--- src/ftba_pkg.sv ---
package ftba_pkg;

  localparam int FILE_SLOTS = 16;
  localparam int DISK_BLOCKS = 64;
  localparam int BLOCK_BYTES = 64;
  localparam int MAX_FILE_BLOCKS = 8;
  localparam int NAME_BYTES = 8;

  localparam int SLOT_W = $clog2(FILE_SLOTS);
  localparam int BLK_W = $clog2(DISK_BLOCKS);
  localparam int OFS_W = $clog2(BLOCK_BYTES);
  localparam int FBLK_W = $clog2(MAX_FILE_BLOCKS);
  localparam int MAP_W = SLOT_W + FBLK_W;
  localparam int DATA_W = BLK_W + OFS_W;

  localparam logic [2:0] CMD_CREATE = 3'd0;
  localparam logic [2:0] CMD_WBEGIN = 3'd1;
  localparam logic [2:0] CMD_WBYTE = 3'd2;
  localparam logic [2:0] CMD_READ = 3'd3;
  localparam logic [2:0] CMD_DELETE = 3'd4;

  localparam logic [2:0] ST_OK = 3'd0;
  localparam logic [2:0] ST_EMPTY = 3'd1;
  localparam logic [2:0] ST_EXISTS = 3'd2;
  localparam logic [2:0] ST_NOTFOUND = 3'd3;
  localparam logic [2:0] ST_FULL = 3'd4;
  localparam logic [2:0] ST_LARGE = 3'd5;
  localparam logic [2:0] ST_DISKFULL = 3'd6;
  localparam logic [2:0] ST_PASTEND = 3'd7;

  // Result of one inode scan.
  typedef struct packed {
    logic                 found;
    logic [SLOT_W-1:0]    match_slot;
    logic                 has_free;
    logic [SLOT_W-1:0]    free_slot;
  } scan_res_t;

endpackage

--- src/ftba_scan.sv ---
// Walks the inode table one slot per cycle, comparing keys and noting the
// lowest free slot.
module ftba_scan (
  input  logic                          clk,
  input  logic                          rst_n,
  input  logic                          start,
  input  logic [55:0]                   key,
  input  logic [ftba_pkg::FILE_SLOTS-1:0] valid_vec,
  input  logic [55:0]                   slot_key,
  output logic [ftba_pkg::SLOT_W-1:0]   slot_idx,
  output logic                          done,
  output ftba_pkg::scan_res_t           res
);

  typedef enum logic [1:0] {S_IDLE, S_RUN, S_DONE} sstate_t;

  sstate_t                   state_r;
  logic [ftba_pkg::SLOT_W:0] idx_r;
  ftba_pkg::scan_res_t       res_r;

  assign slot_idx = idx_r[ftba_pkg::SLOT_W-1:0];
  assign done = (state_r == S_DONE);
  assign res = res_r;

  // One compare per cycle; first hit wins.
  always_ff @(posedge clk) begin
    if (!rst_n) begin
      state_r <= S_IDLE;
      idx_r <= '0;
      res_r <= '0;
    end else begin
      case (state_r)
        S_IDLE: begin
          if (start) begin
            idx_r <= '0;
            res_r <= '0;
            state_r <= S_RUN;
          end
        end
        S_RUN: begin
          if (valid_vec[slot_idx] && slot_key == key && !res_r.found) begin
            res_r.found <= 1'b1;
            res_r.match_slot <= slot_idx;
          end
          if (!valid_vec[slot_idx] && !res_r.has_free) begin
            res_r.has_free <= 1'b1;
            res_r.free_slot <= slot_idx;
          end
          if (idx_r == (ftba_pkg::SLOT_W+1)'(ftba_pkg::FILE_SLOTS - 1)) begin
            state_r <= S_DONE;
          end else begin
            idx_r <= idx_r + 1'b1;
          end
        end
        S_DONE: state_r <= S_IDLE;
        default: state_r <= S_IDLE;
      endcase
    end
  end

endmodule

--- config.mk ---
export PLATFORM = sky130hd
export DESIGN_NAME = ftba_scan
export DESIGN_NICKNAME = d
export VERILOG_FILES = /design/src/ftba_pkg.sv /design/src/ftba_scan.sv
export SDC_FILE = /design/constraint.sdc
export NUM_CORES = 1
export LEC_CHECK = 0
export BUFFER_PORTS_ARGS = -buffer_cell sky130_fd_sc_hd__buf_2
export CAP_MARGIN = 25
export CORE_ASPECT_RATIO = 1.4
export CORE_MARGIN = 3
export CORE_UTILIZATION = 33
export DETAILED_ROUTE_END_ITERATION = 10
export PLACE_DENSITY_LB_ADDON = 0.05
export SETUP_SLACK_MARGIN = 0.2
export SLEW_MARGIN = 40
export SYNTH_ARGS = -nofsm -noshare
export SYNTH_HDL_FRONTEND = slang
export SYNTH_SLANG_ARGS = --single-unit
export TNS_END_PERCENT = 50
--- constraint.sdc ---
create_clock -name clk -period 2 [get_ports clk]
set_input_delay 0 -clock clk [delete_from_list [all_inputs] [get_ports clk]]
set_output_delay 0 -clock clk [all_outputs]
set_load 0.01 [all_outputs]
======== Yosys cells after proc, flatten, opt, wreduce, memory -nomap -nowiden ========
Cells that the tools add are included.
storage, ports and cells
  output and inout port bits .............. 15
  flip-flop bits (word level) ............. 17
cells by class
  multiplexer cells ....................... 12
  $add $sub $neg .......................... 1
  reductions and logical operators ........ 12
  eq/ne operators ......................... 9
  magnitude comparators ................... 1
operators with widths
  cell                                                         number
  equality test 56 bit                                         1
  2-to-1 mux 5 bit                                             4
  one-hot mux 10 bit (2 select lines)                          1
  2-to-1 mux 10 bit                                            1
  != test 2 bit (second input constant)                        5
  one-hot mux 5 bit (2 select lines)                           1
  AND reduction 3 bit                                          3
  adder 5 x 1 -> 5 bit (second input constant)                 1
  equality test 5 x 4 -> 1 bit (second input constant)         1
  less-than comparator 4 x 5 -> 1 bit (second input constant)  1
  binary-select mux 1 bit (select 4 bit)                       1
  2-to-1 mux 2 bit                                             2
  one-hot mux 2 bit (2 select lines)                           1
  logical AND 1 bit                                            3
  logical NOT 1 bit                                            3
  equality test 2 x 1 -> 1 bit (second input constant)         1
  equality test 2 bit (second input constant)                  1
  logical NOT 2 bit                                            1
  AND reduction 2 bit                                          1
  nonzero test 2 bit                                           1
  2-to-1 mux 1 bit                                             1

======== Depth between registers and ports, before layout ========
Gate-level depths: netlist of the first run.
  depth in word-level cells ............... 6
  mapped depth ............................ 8
  mapped depth without buffers ............ 7

======== Worst setup path before layout of the first run ========
OpenSTA, ideal clock, no wires.
  path kind ............................... reg-to-reg
  start point ............................. register idx_r[0] in the netlist's numbering
  end point ............................... register res_r, in the netlist res[0]
  stages on the path, launching flop included .. 9
  data required time ...................... 1885 ps
  arrival time ............................ 2019 ps
  period minus slack after synthesis ...... 2134 ps
  path buffers ............................ 2
  path slack .............................. -134 ps
  library setup time ...................... 115 ps
  cells stage by stage .................... dfxtp_1 > buf_2 > mux4_2 > mux2i_1 > mux2i_1 > or3_1 > buf_2 > and3_1 > o21a_1
between the ends
  longest elaborated chain between the ends .. 6
  elaborated cells between the ends (all ways) .. 8
  classes of those cells .................. eq/ne (1); mux (4); reduce/logical (3)
ends and longest elaborated chain
  item                                    line             text
  start, declared                         ftba_scan.sv:18  logic [ftba_pkg::SLOT_W:0] idx_r;
  start signal, assigned                  ftba_scan.sv:52  idx_r <= idx_r + 1'b1;
  binary-select mux 1 bit (select 4 bit)  ftba_scan.sv:45  if (!valid_vec[slot_idx] && !res_r.has_free) begin
  2-to-1 mux 1 bit (not written as such)  ftba_scan.sv:45
  logical NOT 1 bit                       ftba_scan.sv:45
  logical AND 1 bit                       ftba_scan.sv:45
  != test 2 bit (no line)                 -
  AND reduction 3 bit (no line)           -
  end, declared                           ftba_scan.sv:19  ftba_pkg::scan_res_t res_r;
Parallel ways exist; a longest one is shown, timed or not. The select of a mux whose other input is x is not followed.
A chain may end at the register's enable or synchronous reset.

======== Worst setup path after layout of the first run ========
  start point ............................. register idx_r[0] in the netlist's numbering
  end point ............................... register res_r, in the netlist res[2]
between the ends
  longest elaborated chain between the ends .. 6
ends and longest elaborated chain
  item                                    line
  binary-select mux 1 bit (select 4 bit)  ftba_scan.sv:45
  2-to-1 mux 1 bit (not written as such)  ftba_scan.sv:45
  logical NOT 1 bit                       ftba_scan.sv:45
  logical AND 1 bit                       ftba_scan.sv:45
  != test 2 bit (no line)                 -
  AND reduction 3 bit (no line)           -
Every way passes these cells. The select of a mux whose other input is x is not followed.

==> results of run 1 <==
[Yosys cell counts (2+ instances only)]
master	count
nor2b_1	3
ha_1	2
xor2_1	38
mux4_2	4
nor4_1	10
dfxtp_1	17
nand2_1	16
nand4_1	8
nand3_1	2
and2_1	4
nor2_1	11
buf_2	2
a21boi_1	2
xnor2_1	21
o21a_1	5
clkbuf_1	3
buf_4	4
and3_1	6
mux2i_1	7
[routing by layer]
layer  vias to the layer above  routed length (um)  GRT usage, %  part of all wire (%)
met5                         -                   0             0                     0
met4                         0                  48          4.22                   1.0
met3                         5                 394          4.46                   8.2
met2                        76                2690          33.2                    56
met1                       753                1690          18.8                    35
li1                        883                   -             -                     -
[cells by family (layout without fill, tap and decap cells)]
logic type / count (synthesis) / count (layout)
xor gates and xnor gates: 59 / 59
adders and majority gates: 2 / 2
muxes: 11 / 11
buffers and inverters: 10 / 156
AOI/OAI and AO/OA: 9 / 9
and+or+nand+nor: 65 / 65
DFF: 17 / 17
[worst paths after layout]
kind	startpoint	endpoint	slack, ps	cells after the start
worst max-delay path	idx_r[0]$_SDFFE_PN0P_	res[2]$_SDFFE_PN0P_	-20	6
worst min-delay path	rst_n	res[9]$_SDFFE_PN0P_	80	2
worst max register to register	idx_r[0]$_SDFFE_PN0P_	res[2]$_SDFFE_PN0P_	-20	6
worst min register to register	res[8]$_SDFFE_PN0P_	res[8]$_SDFFE_PN0P_	460	2
[per-stage QoR]
stage / total power, uW / hold WS, ps / utilization [%] / cell area [sq um]
2_1_floorplan: 505 / 153 / - / 1520
3_3_place_gp: 667 / 349 / 53.2 / 2290
3_5_place_dp: 670 / 349 / 53.2 / 2290
4_1_cts: 931 / 79.3 / 54.6 / 2350
5_1_grt: 980 / 90.5 / 55.5 / 2390
6_report: 924 / 83.0 / 55.5 / 2390
[critical path: cells and delay by family (launching register included)]
family | cells | cell delay (ps)
DFF | 1 | 390
AOI/OAI and AO/OA | 1 | 160
and+or+nand+nor | 2 | 590
muxes | 3 | 780
[state kept, by name, summed over array words and instances, names as in the netlist]
signal / flops
res: 10
idx_r: 5
state_r: 2
[cell type report]
cell class / instances / share of cell area [%]
Clock inverter: 1 / 0.209
Tap cell: 60 / 3.14
Multi-Input combinational cell: 146 / 48.1
Clock buffer: 3 / 1.73
Sequential cell: 17 / 14.4
Inverter: 1 / 0.157
Timing Repair Buffer: 151 / 32.2
[power breakdown]
group	internal, uW	leakage (uW)	switching [uW]
logic	187	0.00101	126
clock network	138	0.0000255	122
registers	343	0.000139	6.45
[timing repair]
item,in CTS,in global routing
setup buffers,0,1
gates resized for setup,4,5
setup endpoints to repair,13,13
pin swaps,2,3
==> impl_metrics.json, run 1 <==
{
  "synth_largest_area_cell": "dfxtp_1",
  "synthesis.nets": 306,
  "start_kind": "flip-flop",
  "synth-simple-area-share_pct": 22.9,
  "dr.first_iter.drc_count": 70,
  "antenna_cells": 0,
  "cts_htree_levels": 1,
  "ys_ff_latch": 17,
  "max_stage_delay_ps": 500,
  "clock_path_buffers": 2,
  "synth_area_sq_um": 1510,
  "hold_class": "input pin to flip-flop",
  "async_flop_share_pct": 0,
  "fmax_mhz": 494,
  "rsz0062_at_grt": "true",
  "syn_area_per_cell_sq_um": 8.70,
  "detail_route.vias_per_cell": 4.53,
  "io_buffers": 145,
  "skew_ps": 5.72,
  "die_y_um": 85.9,
  "final-setup-viol-count": 4,
  "drt-total-wl_mm": 4.82,
  "synth_top_family_by_area": "XOR/XNOR gates",
  "synth.area.mux_share_pct": 10.6,
  "grt_overflow": 0,
  "maxCapViolCount": 0,
  "core_area_sq_um": 4310,
  "final_antenna_net_count": 0,
  "period_share_pct": 101,
  "power_per_cell_area_nw_per_um2": 386,
  "synthDistinctLibCells": 27,
  "slew_headroom_pct": 72.4,
  "cp_common_cell": "mux2i_1",
  "areaGrowthSynthToFinish_pct": 58.9,
  "initial_core_util_pct": 34.9,
  "critPathMaxFanout": 7,
  "drtPass1Iterations": 4,
  "synth_enable_flop_cells": 0,
  "multiInputGateArea_sq_um": 1150,
  "hold_buffers": 0,
  "fill_cells": 446,
  "crit_chain": "mux4_2 -> mux2i_1 -> mux2i_1 -> or3_4 -> and3_1 -> o21a_1",
  "dp_slack_ps": -129,
  "clk_pin_slew_ps": 70,
  "drive_gt1_share_pct": 52.0,
  "ys_top_cells_by_area": "dfxtp_1 (23%), xor2_1 (22%), xnor2_1 (12%)",
  "grt_pass1_vias": 1749,
  "clock-root-buffer": "clkbuf_8",
  "drv_slew": 0,
  "synth_warnings": 0,
  "postSynthCellCount": 173,
  "cts_tree": "done",
  "status": "complete, but fails checks",
  "synth_compound_area_share_pct": 4.16,
  "final_common_cell": "buf_2",
  "dieArea_sq_um": 5420,
  "worst_pin_slew_ps": 413,
  "synthAdderAreaFrac_pct": 1.66,
  "grt_first_pass_wirelength_mm": 7.57,
  "cp.required_ps": 2150,
  "layout_common_cells": "buf_2 (145), xor2_1 (38), xnor2_1 (21)",
  "clock_latency_ps": 250,
  "die_x_um": 63.1,
  "vias": 1717,
  "num_io_pins": 146,
  "violations": "setup timing",
  "dp_cells": 374,
  "crit_path_end_kind": "flip-flop",
  "finalSetupTns_ps": -87.2,
  "antenna_found_initial": 0,
  "stdcell_count": 379,
  "hold_viol": 0,
  "worst_slack_ps": -24.7,
  "arrival_ps": 2170,
  "grtUsageTotal_pct": 17.4,
  "dp_hpwl_mm": 4.41,
  "vdd_ir_drop_max_mv": 0.205,
  "cp_slowest_cell": "mux4_2",
  "grt_max_degree": 14,
  "p_leak_uw": 0.00118,
  "wire_per_inst_um": 12.7,
  "synthFlopType": "dfxtp_1",
  "final_nets": 453,
  "crit_type": "flip-flop to flip-flop",
  "cts_buffers": 3,
  "synth_xor_area_share_pct": 34.3,
  "synth_top_area_share_pct": 22.6,
  "yosysSeqAreaShare_pct": 22.6,
  "clkSinkCount": 17,
  "layout_min_cycle_time_ps": 2020,
  "gp_congestion": 0.759,
  "seq_area_sq_um": 345,
  "drc": 0,
  "rows": 28
}
Power figures use the tool's default switching activity.
==> run 2: changes to the inputs <==
--- a/config.mk
+++ b/config.mk
@@ -9,9 +9,10 @@
 export CAP_MARGIN = 25
 export CORE_ASPECT_RATIO = 1.4
 export CORE_MARGIN = 3
-export CORE_UTILIZATION = 33
+export CORE_UTILIZATION = 37
+export CTS_CLUSTER_DIAMETER = 60
 export DETAILED_ROUTE_END_ITERATION = 10
-export PLACE_DENSITY_LB_ADDON = 0.05
+export PLACE_DENSITY = 0.82
 export SETUP_SLACK_MARGIN = 0.2
 export SLEW_MARGIN = 40
 export SYNTH_ARGS = -nofsm -noshare
==> constraint.sdc (replaced) <==
create_clock -name clk -period 2.21 [get_ports clk]
set_input_delay 0 -clock clk [delete_from_list [all_inputs] [get_ports clk]]
set_output_delay 0 -clock clk [all_outputs]
set_load 0.01 [all_outputs]
==> run 2 against run 1 <==
The flow now finishes without violations. Sequential cell count is the same. Design area decreased by 2.0%. First-iteration DRC count decreased by 46%. Power decreased by 11%. Setup slack gained 210 ps. Hold slack better by 9.2 ps. Register-to-register slack gained 210 ps. Die area down 9.9%. Count of clock-buffer cells in the layout up 1. Critical endpoint unchanged.
==> impl_metrics.json, run 2 (synthesis results as in run 1) <==
{
  "status": "finished, final reports clean",
  "drtPass1Iterations": 4,
  "dieArea_sq_um": 4880,
  "cp.required_ps": 2350,
  "highest_layer": "met4",
  "critPathMaxFanout": 5,
  "drc": 0,
  "areaGrowthSynthToFinish_pct": 55.6,
  "final_antenna_net_count": 0,
  "post_dp_cell_area_sq_um": 2260,
  "clk_pin_slew_ps": 60,
  "detail_route.vias_per_cell": 4.93,
  "initial_core_util_pct": 39.9,
  "p_leak_uw": 0.00116,
  "clock-root-buffer": "clkbuf_8",
  "grt_overflow": 0,
  "clock_path_buffers": 2,
  "grt_first_pass_wirelength_mm": 7.46,
  "finalSetupTns_ps": 0,
  "die_y_um": 81.5,
  "multiInputGateArea_sq_um": 1140,
  "num_io_pins": 146,
  "start_kind": "flip-flop",
  "slew_headroom_pct": 71.7,
  "clkSinkCount": 17,
  "antenna_found_initial": 0,
  "fmax_mhz": 493,
  "cp-startpoint": "idx_r[0]$_SDFFE_PN0P_",
  "dp_hpwl_mm": 4.63,
  "drv_slew": 0,
  "hold_buffers": 0,
  "vdd_ir_drop_max_mv": 0.406,
  "crit_type": "flip-flop to flip-flop",
  "seq_area_sq_um": 344,
  "fill_cells": 349,
  "layout_min_cycle_time_ps": 2030,
  "grt_max_degree": 14,
  "stdcell_count": 360,
  "final_common_cell": "buf_2",
  "met1_length_mm": 1.79,
  "antenna_cells": 0,
  "rsz0062_at_grt": "true",
  "clock_latency_ps": 240,
  "cts_htree_levels": 1,
  "die_x_um": 59.9,
  "worst_pin_slew_ps": 423,
  "hold_class": "input pin to flip-flop",
  "cts_tree": "done",
  "drive_gt1_share_pct": 50.9,
  "cts_buffers": 3,
  "wire_per_inst_um": 14.3,
  "dr.first_iter.drc_count": 38,
  "final-setup-viol-count": 0,
  "wl_met2_mm": 2.87,
  "gp_congestion": 0.838,
  "maxCapViolCount": 0,
  "skew_ps": 1.45,
  "rows": 26,
  "hold_viol": 0,
  "hold_start": "rst_n",
  "dp_cells": 354,
  "routed-wl-met3_um": 422,
  "grtUsageTotal_pct": 19.7,
  "crit-reg2reg-launch": "idx_r[0]$_SDFFE_PN0P_",
  "largest_reg_flops": 10,
  "core_area_sq_um": 3770,
  "io_buffers": 145,
  "crit_path_end_kind": "flip-flop",
  "drt-total-wl_mm": 5.16,
  "final_area_sq_um": 2340,
  "grt_pass1_vias": 1754,
  "vias": 1775,
  "power_per_cell_area_nw_per_um2": 353,
  "layout_common_cells": "buf_2 (145), xor2_1 (38), xnor2_1 (21)",
  "arrival_ps": 2160,
  "period_share_pct": 91.7,
  "final_nets": 452
}
==> run 2: area by class of cell <==
type / count / share of cell area, %
clock buffers: 4 / 1.92
inverters: 1 / 0.160
multi-input cells: 147 / 48.7
flip-flops and latches: 17 / 14.7
well taps: 42 / 2.24
repair buffers: 149 / 32.3
==> run 2: path summary, 6_finish.rpt <==
kind	to	slack [ps]	depth (start not counted)
worst max-delay path	res[2]$_SDFFE_PN0P_	180	6
worst min-delay path	res[9]$_SDFFE_PN0P_	90	2
worst max register to register	res[2]$_SDFFE_PN0P_	180	6
worst min register to register	res[5]$_SDFFE_PN0P_	460	2
==> run 2: per-layer routing <==
metal  up-vias  GRT usage, %
met1       800          22.8
li1        882             -
met4         0          4.66
met5         -             0
met2        85          36.3
met3         8          3.77
==> run 2: what timing repair did <==
action / CTS / global route
setup buffers: 0 / 1
cloned: 1 / 0
resized for setup: 2 / 3
endpoints found under the setup margin: 4 / 12
pin swaps: 0 / 1
==> run 2: stage by stage <==
| stage | power [uW] | hold slack [ps] | utilization [%] | setup WS, ps |
|---|---|---|---|---|
| finish | 826 | 92.1 | 62.1 | 183 |
| global placement | 600 | 340 | 59.8 | 117 |
| detailed placement | 606 | 346 | 59.8 | 58.1 |
| global route | 876 | 94.6 | 62.1 | 120 |
| floorplan | 457 | 153 | - | 178 |
| CTS | 829 | 86.9 | 61.4 | 197 |
==> run 2: critical path: stages (launching register included) <==
cell	delay, ps
dfxtp_4	390
mux4_2	500
mux2i_1	150
mux2i_1	150
or3_4	380
and3_1	190
o21a_1	160
==> run 2: where the power goes <==
part	total (uW)	switching (uW)	internal, uW	leakage [uW]
Combinational	286	119	166	0.00100
Sequential	317	5.99	311	0.000138
Clock	223	96.0	127	0.0000228
==> run 3: changes to the inputs <==
--- a/config.mk
+++ b/config.mk
@@ -13,7 +13,7 @@
 export CTS_CLUSTER_DIAMETER = 60
 export DETAILED_ROUTE_END_ITERATION = 10
 export PLACE_DENSITY = 0.82
-export SETUP_SLACK_MARGIN = 0.2
+export SETUP_SLACK_MARGIN = 0.3
 export SLEW_MARGIN = 40
 export SYNTH_ARGS = -nofsm -noshare
 export SYNTH_HDL_FRONTEND = slang
==> run 3 against run 2 <==
Sequential cell count did not move. Design area rose by 1.5%. Setup slack improved by 4.8 ps. Clock power barely moved. Global-route usage did not move. Combinational power rose by 3%. Hold slack got worse by 4.4 ps. Count of clock-buffer cells in the layout did not move. Fmax rose by 0.24%. Cell count rose by 0.28%. Register-to-register slack barely moved.
==> impl_metrics.json, run 3 (synthesis results as in run 1) <==
{
  "status": "finished, final reports clean",
  "layout_common_cells": "buf_2 (145), xor2_1 (38), xnor2_1 (21)",
  "detail_route.vias_per_cell": 4.89,
  "fmax_mhz": 495,
  "grt_max_degree": 14,
  "final_antenna_net_count": 0,
  "clock_path_buffers": 2,
  "die_x_um": 59.9,
  "power.switching_uw": 226,
  "grt_overflow": 0,
  "hold_viol": 0,
  "cts_tree": "done",
  "drc": 0,
  "grt_pass1_vias": 1754,
  "seq_area_sq_um": 345,
  "min_path_cells": 2,
  "cp.required_ps": 2350,
  "clock-root-buffer": "clkbuf_8",
  "final_common_cell": "buf_2",
  "dr.first_iter.drc_count": 25,
  "grtUsageTotal_pct": 19.7,
  "rows": 26,
  "io_buffers": 145,
  "critPathMaxFanout": 5,
  "clock_latency_ps": 240,
  "crit-reg2reg-launch": "idx_r[0]$_SDFFE_PN0P_",
  "drive_gt1_share_pct": 52.0,
  "antenna_found_initial": 0,
  "drtPass1Iterations": 4,
  "final-setup-viol-count": 0,
  "crit_path_end_kind": "flip-flop",
  "rsz0062_at_grt": "true",
  "reg2reg_setup_slack_ps": 190,
  "crit_type": "flip-flop to flip-flop",
  "cts_htree_levels": 1,
  "busiest_layer": "met2",
  "wire_per_inst_um": 14.6,
  "grt_use_met1_pct": 22.8,
  "dieArea_sq_um": 4880,
  "multiInputGateArea_sq_um": 1170,
  "worstReg2RegEnd": "res[3]$_SDFFE_PN0P_",
  "use_met2_pct": 36.3,
  "fin_util_pct": 63.0,
  "skew_ps": 1.25,
  "hold_start": "rst_n",
  "largest_reg_flops": 10,
  "start_kind": "flip-flop",
  "vias": 1766,
  "use_met3_pct": 3.77,
  "die_y_um": 81.5,
  "clk_pin_slew_ps": 60,
  "dp_hpwl_mm": 4.63,
  "power_frac_comb_pct": 35.2,
  "clockPowerShare_pct": 26.8,
  "gp_congestion": 0.838,
  "layout_min_cycle_time_ps": 2020,
  "cts_buffers": 3,
  "reg2regPathDepth": 6,
  "drv_slew": 0,
  "antenna_cells": 0,
  "maxCapViolCount": 0,
  "min_to": "res[0]$_SDFFE_PN0P_",
  "num_io_pins": 146,
  "drt-total-wl_mm": 5.28,
  "areaGrowthSynthToFinish_pct": 57.9,
  "clkSinkCount": 17,
  "slew_headroom_pct": 76.7,
  "hold_class": "input pin to flip-flop",
  "initial_core_util_pct": 39.9,
  "power.internal_uw": 610,
  "final_nets": 453,
  "netSwitchingFraction_pct": 27.1,
  "core_area_sq_um": 3770,
  "arrival_ps": 2160,
  "period_share_pct": 91.5,
  "worst_pin_slew_ps": 339,
  "p_leak_uw": 0.00117,
  "pwr-share-seq_pct": 38.0,
  "grt_first_pass_wirelength_mm": 7.46,
  "vdd_ir_drop_max_mv": 0.407,
  "power_per_cell_area_nw_per_um2": 352,
  "fill_cells": 344,
  "finalSetupTns_ps": 0
}
[run 3: worst max path at each step]
stage | start | end | slack [ps] | depth (start not counted)
floorplan | idx_r[0]$_SDFFE_PN0P_ | res[0]$_SDFFE_PN0P_ | 180 | 8
global placement | idx_r[0]$_SDFFE_PN0P_ | res[0]$_SDFFE_PN0P_ | 120 | 6
detailed placement | idx_r[0]$_SDFFE_PN0P_ | res[2]$_SDFFE_PN0P_ | 60 | 6
CTS | idx_r[0]$_SDFFE_PN0P_ | res[2]$_SDFFE_PN0P_ | 200 | 6
global route | idx_r[0]$_SDFFE_PN0P_ | res[1]$_SDFFE_PN0P_ | 120 | 6
finish | idx_r[0]$_SDFFE_PN0P_ | res[3]$_SDFFE_PN0P_ | 190 | 6
[run 3: power groups by stage]
| stage | sequential, uW | combinational, uW | clock [uW] |
|---|---|---|---|
| final | 318 | 294 | 224 |
| after global routing | 319 | 323 | 244 |
| after CTS | 317 | 286 | 227 |
| after global placement | 323 | 277 | 0 |
| after detailed placement | 324 | 282 | 0 |
| after floorplan | 322 | 136 | 0 |
[run 3: what timing repair did]
action	in CTS	in global routing
resized for setup	2	9
gates cloned	1	0
pin swaps	0	2
buffers inserted	0	2
hold buffers	0	0
endpoints found under the setup margin	9	14
[run 3: critical path: stages (launching register included)]
cell and delay (ps):
dfxtp_4 390, mux4_2 500, mux2i_1 150, mux2i_1 150, or3_4 380, and3_1 190
o21a_1 160
[run 3: area by class of cell]
type	instances	area share [%]
Multi-Input combinational cell	147	49.1
Tap cell	42	2.21
Clock buffer	4	1.89
Sequential cell	17	14.5
Timing Repair Buffer	150	32.1
Inverter	1	0.158
[run 3: metal layers]
layer,wire [um],vias up
met1,1780,779
met4,110,0
li1,-,884
met5,0,-
met3,463,10
met2,2930,93
[run 3: stage by stage]
stage               std cells  power [uW]  area, sq um  hold slack, ps  setup slack [ps]
floorplan                 173         457         1520             153               178
global placement          354         600         2260             340               117
detailed placement        354         606         2260             346              58.1
CTS                       359         829         2320            86.9               197
global route              361         886         2380            95.7               121
finish                    361         836         2380            87.7               188
